$ cat config.mk
export PLATFORM = sky130hd
export DESIGN_NAME = jetp_ctrl
export DESIGN_NICKNAME = d
export VERILOG_FILES = /design/src/jetp_pkg.sv /design/src/jetp_ctrl.sv
export SDC_FILE = /design/constraint.sdc
export NUM_CORES = 1
export LEC_CHECK = 0
export BUFFER_PORTS_ARGS = -buffer_cell sky130_fd_sc_hd__buf_2
export CORE_AREA = 4 4 41 43
export CTS_BUF_LIST = sky130_fd_sc_hd__clkbuf_8
export CTS_CLUSTER_DIAMETER = 80
export DETAILED_ROUTE_END_ITERATION = 10
export DIE_AREA = 0 0 45 47
export PLACE_DENSITY_LB_ADDON = 0.12
export SYNTH_ARGS = -nofsm -noshare
export SYNTH_HDL_FRONTEND = slang
export SYNTH_SLANG_ARGS = --single-unit
$ cat constraint.sdc
create_clock -name clk -period 1.6 [get_ports clk]
set_input_delay 0.16 -clock clk [delete_from_list [all_inputs] [get_ports clk]]
set_output_delay 0.16 -clock clk [all_outputs]
set_load 0.02 [all_outputs]
$ cat src/jetp_pkg.sv
`timescale 1ns / 1ps

package jetp_pkg;

	localparam int COORD_BITS = 11;
	localparam int FRAC_BITS  = 24;

	localparam int Z_W        = 32;
	localparam int STEP_W     = 31;
	localparam int MAXIT_W    = 16;
	localparam int CNT_W      = MAXIT_W + 1;
	localparam int CFG_W      = 32;
	localparam int CFG_ADDR_W = 3;

	localparam int IN_TDATA_W  = ((2 * COORD_BITS + 7) / 8) * 8;
	localparam int OUT_TDATA_W = ((CNT_W + 7) / 8) * 8;

	typedef enum logic [CFG_ADDR_W-1:0] {
		REG_ORIGIN_RE = 3'd0,
		REG_ORIGIN_IM = 3'd1,
		REG_STEP      = 3'd2,
		REG_JULIA_RE  = 3'd3,
		REG_JULIA_IM  = 3'd4,
		REG_MAX_ITER  = 3'd5
	} reg_idx_t;

	typedef enum logic [2:0] {
		ST_IDLE,
		ST_START,
		ST_MUL,
		ST_SUM,
		ST_UPD,
		ST_DONE
	} state_t;

	// controller to datapath
	typedef struct packed {
		logic load;         // latch pixel, scale by step, clear count
		logic init;         // form saturated start point
		logic mul;          // register the two squares and the cross product
		logic sum;          // combine and shift products
		logic upd;          // add c, saturate, write z
		logic inc;          // advance iteration count
		logic capture;      // load the result register
		logic inside_flag;  // inside flag for the captured result
	} dp_cmd_t;

	// datapath to controller
	typedef struct packed {
		logic escape;   // last update overflowed or |z|^2 > 4
		logic last;     // count has reached max_iter
	} dp_sts_t;

endpackage

$ cat src/jetp_ctrl.sv
`timescale 1ns / 1ps

module jetp_ctrl import jetp_pkg::*; (
	input  logic    clk,
	input  logic    arst_n,
	input  logic    in_valid,
	output logic    in_ready,
	output logic    out_valid,
	input  logic    out_ready,
	input  dp_sts_t sts,
	output dp_cmd_t cmd
);

	state_t state_q, state_d;
	logic   first_q, first_d;
	logic   inside_q, inside_d;
	logic   out_valid_q, out_valid_d;

	always_ff @(posedge clk or negedge arst_n) begin
		if (!arst_n) begin
			state_q     <= ST_IDLE;
			first_q     <= 1'b0;
			inside_q    <= 1'b0;
			out_valid_q <= 1'b0;
		end else begin
			state_q     <= state_d;
			first_q     <= first_d;
			inside_q    <= inside_d;
			out_valid_q <= out_valid_d;
		end
	end

	always_comb begin
		state_d  = state_q;
		first_d  = first_q;
		inside_d = inside_q;
		cmd      = '0;
		in_ready = 1'b0;
		case (state_q)
			ST_IDLE: begin
				in_ready = 1'b1;
				if (in_valid) begin
					cmd.load = 1'b1;
					state_d  = ST_START;
				end
			end
			ST_START: begin
				cmd.init = 1'b1;
				first_d  = 1'b1;
				inside_d = 1'b0;
				state_d  = ST_MUL;
			end
			ST_MUL: begin
				cmd.mul = 1'b1;
				state_d = ST_SUM;
			end
			ST_SUM: begin
				// the start point itself is never tested
				if (first_q) begin
					cmd.sum = 1'b1;
					first_d = 1'b0;
					state_d = ST_UPD;
				end else if (sts.escape) begin
					state_d = ST_DONE;
				end else if (sts.last) begin
					cmd.inc  = 1'b1;
					inside_d = 1'b1;
					state_d  = ST_DONE;
				end else begin
					cmd.inc = 1'b1;
					cmd.sum = 1'b1;
					state_d = ST_UPD;
				end
			end
			ST_UPD: begin
				cmd.upd = 1'b1;
				state_d = ST_MUL;
			end
			ST_DONE: begin
				cmd.inside_flag = inside_q;
				// hold until the result register is free
				if (!out_valid_q || out_ready) begin
					cmd.capture = 1'b1;
					state_d     = ST_IDLE;
				end
			end
			default: begin
				state_d = ST_IDLE;
			end
		endcase
	end

	always_comb begin
		if (cmd.capture) begin
			out_valid_d = 1'b1;
		end else begin
			out_valid_d = out_valid_q && !out_ready;
		end
	end

	assign out_valid = out_valid_q;

endmodule

==> insert_results.sql <==
INSERT INTO impl_metrics (metric_group, metric, value, unit) VALUES
('finish', 'area_growth', '52.4', '%'),
('timing', 'final-max-slew-violation-count', '0', ''),
('run_status', 'outcome', 'complete, no violations', ''),
('floorplanning', 'io-pin-count', '16', ''),
('hold_path', 'timing.hold.worst.class', 'input pin to flip-flop', ''),
('power_and_ir_drop', 'netSwitchingFraction', '40.6', '%'),
('critical_path', 'crit_chain', 'nand3b_1 > or3_4 > inv_1 > buf_4', ''),
('yosys', 'postSynth.asyncResetShare', '100', '%'),
('yosys', 'synth_enable_flop_cells', '0', ''),
('timing', 'final_critical_path_share_of_the_clock_period', '95.4', '%'),
('critical_path', 'critical_path.n_buffers_inverters', '2', ''),
('cts', 'reg_clk_slew_reported_paths', '0.04', 'ns'),
('grt', 'antenna_violations_before_repair', '0', ''),
('yosys', 'ys_ff_latch', '6', ''),
('grt', 'grt_pass1_wl', '1350', 'microns'),
('critical_path', 'worstPathMaxFanout', '6', ''),
('yosys', 'post_synth_most_frequent_cells', 'dfrtp_1, nand2_1, nor2_1', ''),
('grt', 'grt_use_total', '9.85', '%'),
('yosys', 'synth-seq-area-share', '44.3', '%'),
('floorplanning', 'floorplan.die_area', '2120', 'sq um'),
('floorplanning', 'core.rowCount', '13', ''),
('placement', 'gp_congestion', '0.635', ''),
('grt', 'number_of_global_route_vias_before_repair', '339', ''),
('timing', 'timing.clock.skew', '0.00302', 'ns'),
('finish', 'final_layout_size_suffix_gt1_share', '55.9', '%'),
('power_and_ir_drop', 'static-leakage-power', '0.277', 'nW'),
('route', 'routedWlPerCell', '11.0', 'microns'),
('route', 'ant_nets', '0', ''),
('placement', 'dpl_cell_area', '440', 'sq um'),
('timing', 'min_period', '1.53', 'ns'),
('critical_path', 'startpoint_type', 'flip-flop', ''),
('yosys', 'postSynth.topFlopCell', 'dfrtp_1', ''),
('cts', 'tritoncts_num_sinks', '6', ''),
('grt', 'overflow', '0', ''),
('critical_path', 'max_stage_delay', '0.42', 'ns'),
('power_and_ir_drop', 'internal_power', '0.634', 'mW'),
('timing', 'max_slew.worst_pin.slew', '0.235', 'ns'),
('critical_path', 'critPathSlowestCell', 'dfrtp_2', ''),
('timing', 'rsz_0062_raised_after_global_routing', 'false', ''),
('critical_path', 'family_with_the_most_delay_on_the_worst_path', 'simple AND/OR/NAND/NOR gates', ''),
('route', 'avgViaCountPerCell', '4.47', ''),
('floorplanning', 'die_h', '47', 'microns'),
('yosys', 'postSynthAreaPerCell', '9.16', 'sq um'),
('yosys', 'post_synth_num_cell_types', '22', ''),
('cts', 'clock_tree.root_cell', 'clkbuf_8', ''),
('timing', 'setup_total_negative_slack', '0', 'ns'),
('route', 'dr_total_vias', '331', ''),
('yosys', 'synth_largest_area_cell', 'dfrtp_1', ''),
('route', 'postRouteWirelength', '814', 'microns'),
('timing', 'finalSetupViolCount', '0', ''),
('yosys', 'post_synth_main_area_contributors', 'dfrtp_1, and3_2, nand2_1', ''),
('power_and_ir_drop', 'sequentialPowerShare', '27.4', '%'),
('power_and_ir_drop', 'power.net_switching', '0.433', 'mW'),
('yosys', 'netlist_area', '339', 'sq um'),
('power_and_ir_drop', 'pwr-share-comb', '51.1', '%'),
('placement', 'portBuffers', '15', ''),
('floorplanning', 'initial_core_util', '26.1', '%'),
('timing', 'finalHoldViolCount', '0', ''),
('cts', 'max-clock-path-buffers', '2', ''),
('yosys', 'syn-instance-count', '37', ''),
('grt', 'maximum_number_of_pins_on_one_net_before_global_route_repair', '9', ''),
('timing', 'max_freq', '655', 'MHz'),
('placement', 'detailedPlacementHpwl', '632', 'microns'),
('yosys', 'synth_top_area_share', '44.3', '%'),
('floorplanning', 'core_area', '1300', 'sq um'),
('yosys', 'synth_most_common_cell', 'dfrtp_1', ''),
('finish', 'nets', '67', ''),
('route', 'first_iter_violations', '2', ''),
('timing', 'max-slew-margin-rel', '84.3', '%'),
('yosys', 'synth-warning-count', '0', ''),
('finish', 'antenna_cells_inserted', '0', '');
-- registers in the layout (all words and copies together), names as in the netlist --
| signal | count |
|---|---|
| out_valid | 1 |
| inside_q | 1 |
| first_q | 1 |
| state_q | 3 |
-- per-layer routing --
| layer | global-route usage (%) | up-vias | part of all wire, % |
|---|---|---|---|
| met5 | 0 | - | 0 |
| li1 | - | 170 | - |
| met1 | 9.70 | 144 | 41 |
| met4 | 10.5 | 0 | 5.2 |
| met3 | 4.60 | 4 | 8.2 |
| met2 | 14.7 | 13 | 45 |
-- power by group through the flow --
stage	registers [mW]	clock network [mW]	logic, mW
6_report	0.292	0.229	0.545
5_1_grt	0.305	0.243	0.611
4_1_cts	0.292	0.238	0.514
3_5_place_dp	0.294	0	0.510
3_3_place_gp	0.298	0	0.516
2_1_floorplan	0.297	0	0.344
-- cell families after synthesis --
| group | Yosys count | share of synthesized area [%] |
|---|---|---|
| flops | 6 | 44.3 |
| simple gates | 21 | 35.4 |
| buf+inv | 3 | 3.69 |
| compound gates | 7 | 16.6 |
-- layout by cell type, fill, tap and decap left out, types with 2 or more instances in the layout --
cell type  count
buf_4          4
nand2_1        4
dfrtp_1        4
o21ai_0        2
and3_2         2
buf_2         14
or3_4          2
clkbuf_8       3
dfrtp_2        2
nor2_1         4
nor2b_1        2
nand2b_1       2
-- final cells by class --
cell class              count  area [sq um]
flip-flops and latches      6           153
multi-input cells          28           181
well taps                  15          18.8
fillers                   149           785
repair buffers             19           110
inverters                   3          12.5
clock buffers               3          41.3
-- worst register-to-register path: cells and delay by family, from the launching register on --
family	cells	cell delay, ns
flops	1	0.42
simple gates	2	0.54
compound gates	1	0.14
-- worst paths after layout --
| check | startpoint | end | slack [ns] | depth (start not counted) |
|---|---|---|---|---|
| worst min register to register | inside_q | inside_q | 0.49 | 1 |
| worst max-delay path | state_q[2] | cmd[2] | 0.07 | 4 |
| max in group asynchronous | arst_n | state_q[2] | 1.15 | 2 |
| worst max register to register | state_q[2] | inside_q | 0.44 | 3 |
| worst min-delay path | sts[0] | inside_q | 0.20 | 3 |
| min in group asynchronous | arst_n | inside_q | 0.29 | 2 |
-- metrics by stage --
stage | hold slack [ns] | power (mW) | utilization [%] | setup WS, ns | cells
3_3_place_gp | -0.00890 | 0.815 | 33.8 | 0.263 | 68
3_5_place_dp | -0.00725 | 0.803 | 33.8 | 0.244 | 68
4_1_cts | 0.207 | 1.04 | 37.8 | 0.00318 | 72
5_1_grt | 0.221 | 1.16 | 39.7 | 0.00957 | 74
6_report | 0.205 | 1.07 | 39.7 | 0.0739 | 74
2_1_floorplan | -0.136 | 0.641 | - | 0.128 | 37
-- timing repair --
| item | CTS | global route |
|---|---|---|
| gates resized for setup | 0 | 4 |
| setup endpoints to repair | 0 | 1 |
| hold buffers | 1 | 0 |
| endpoints found under the hold margin | 6 | 0 |
| buffers inserted | 0 | 2 |
Power figures use the tool's default switching activity.
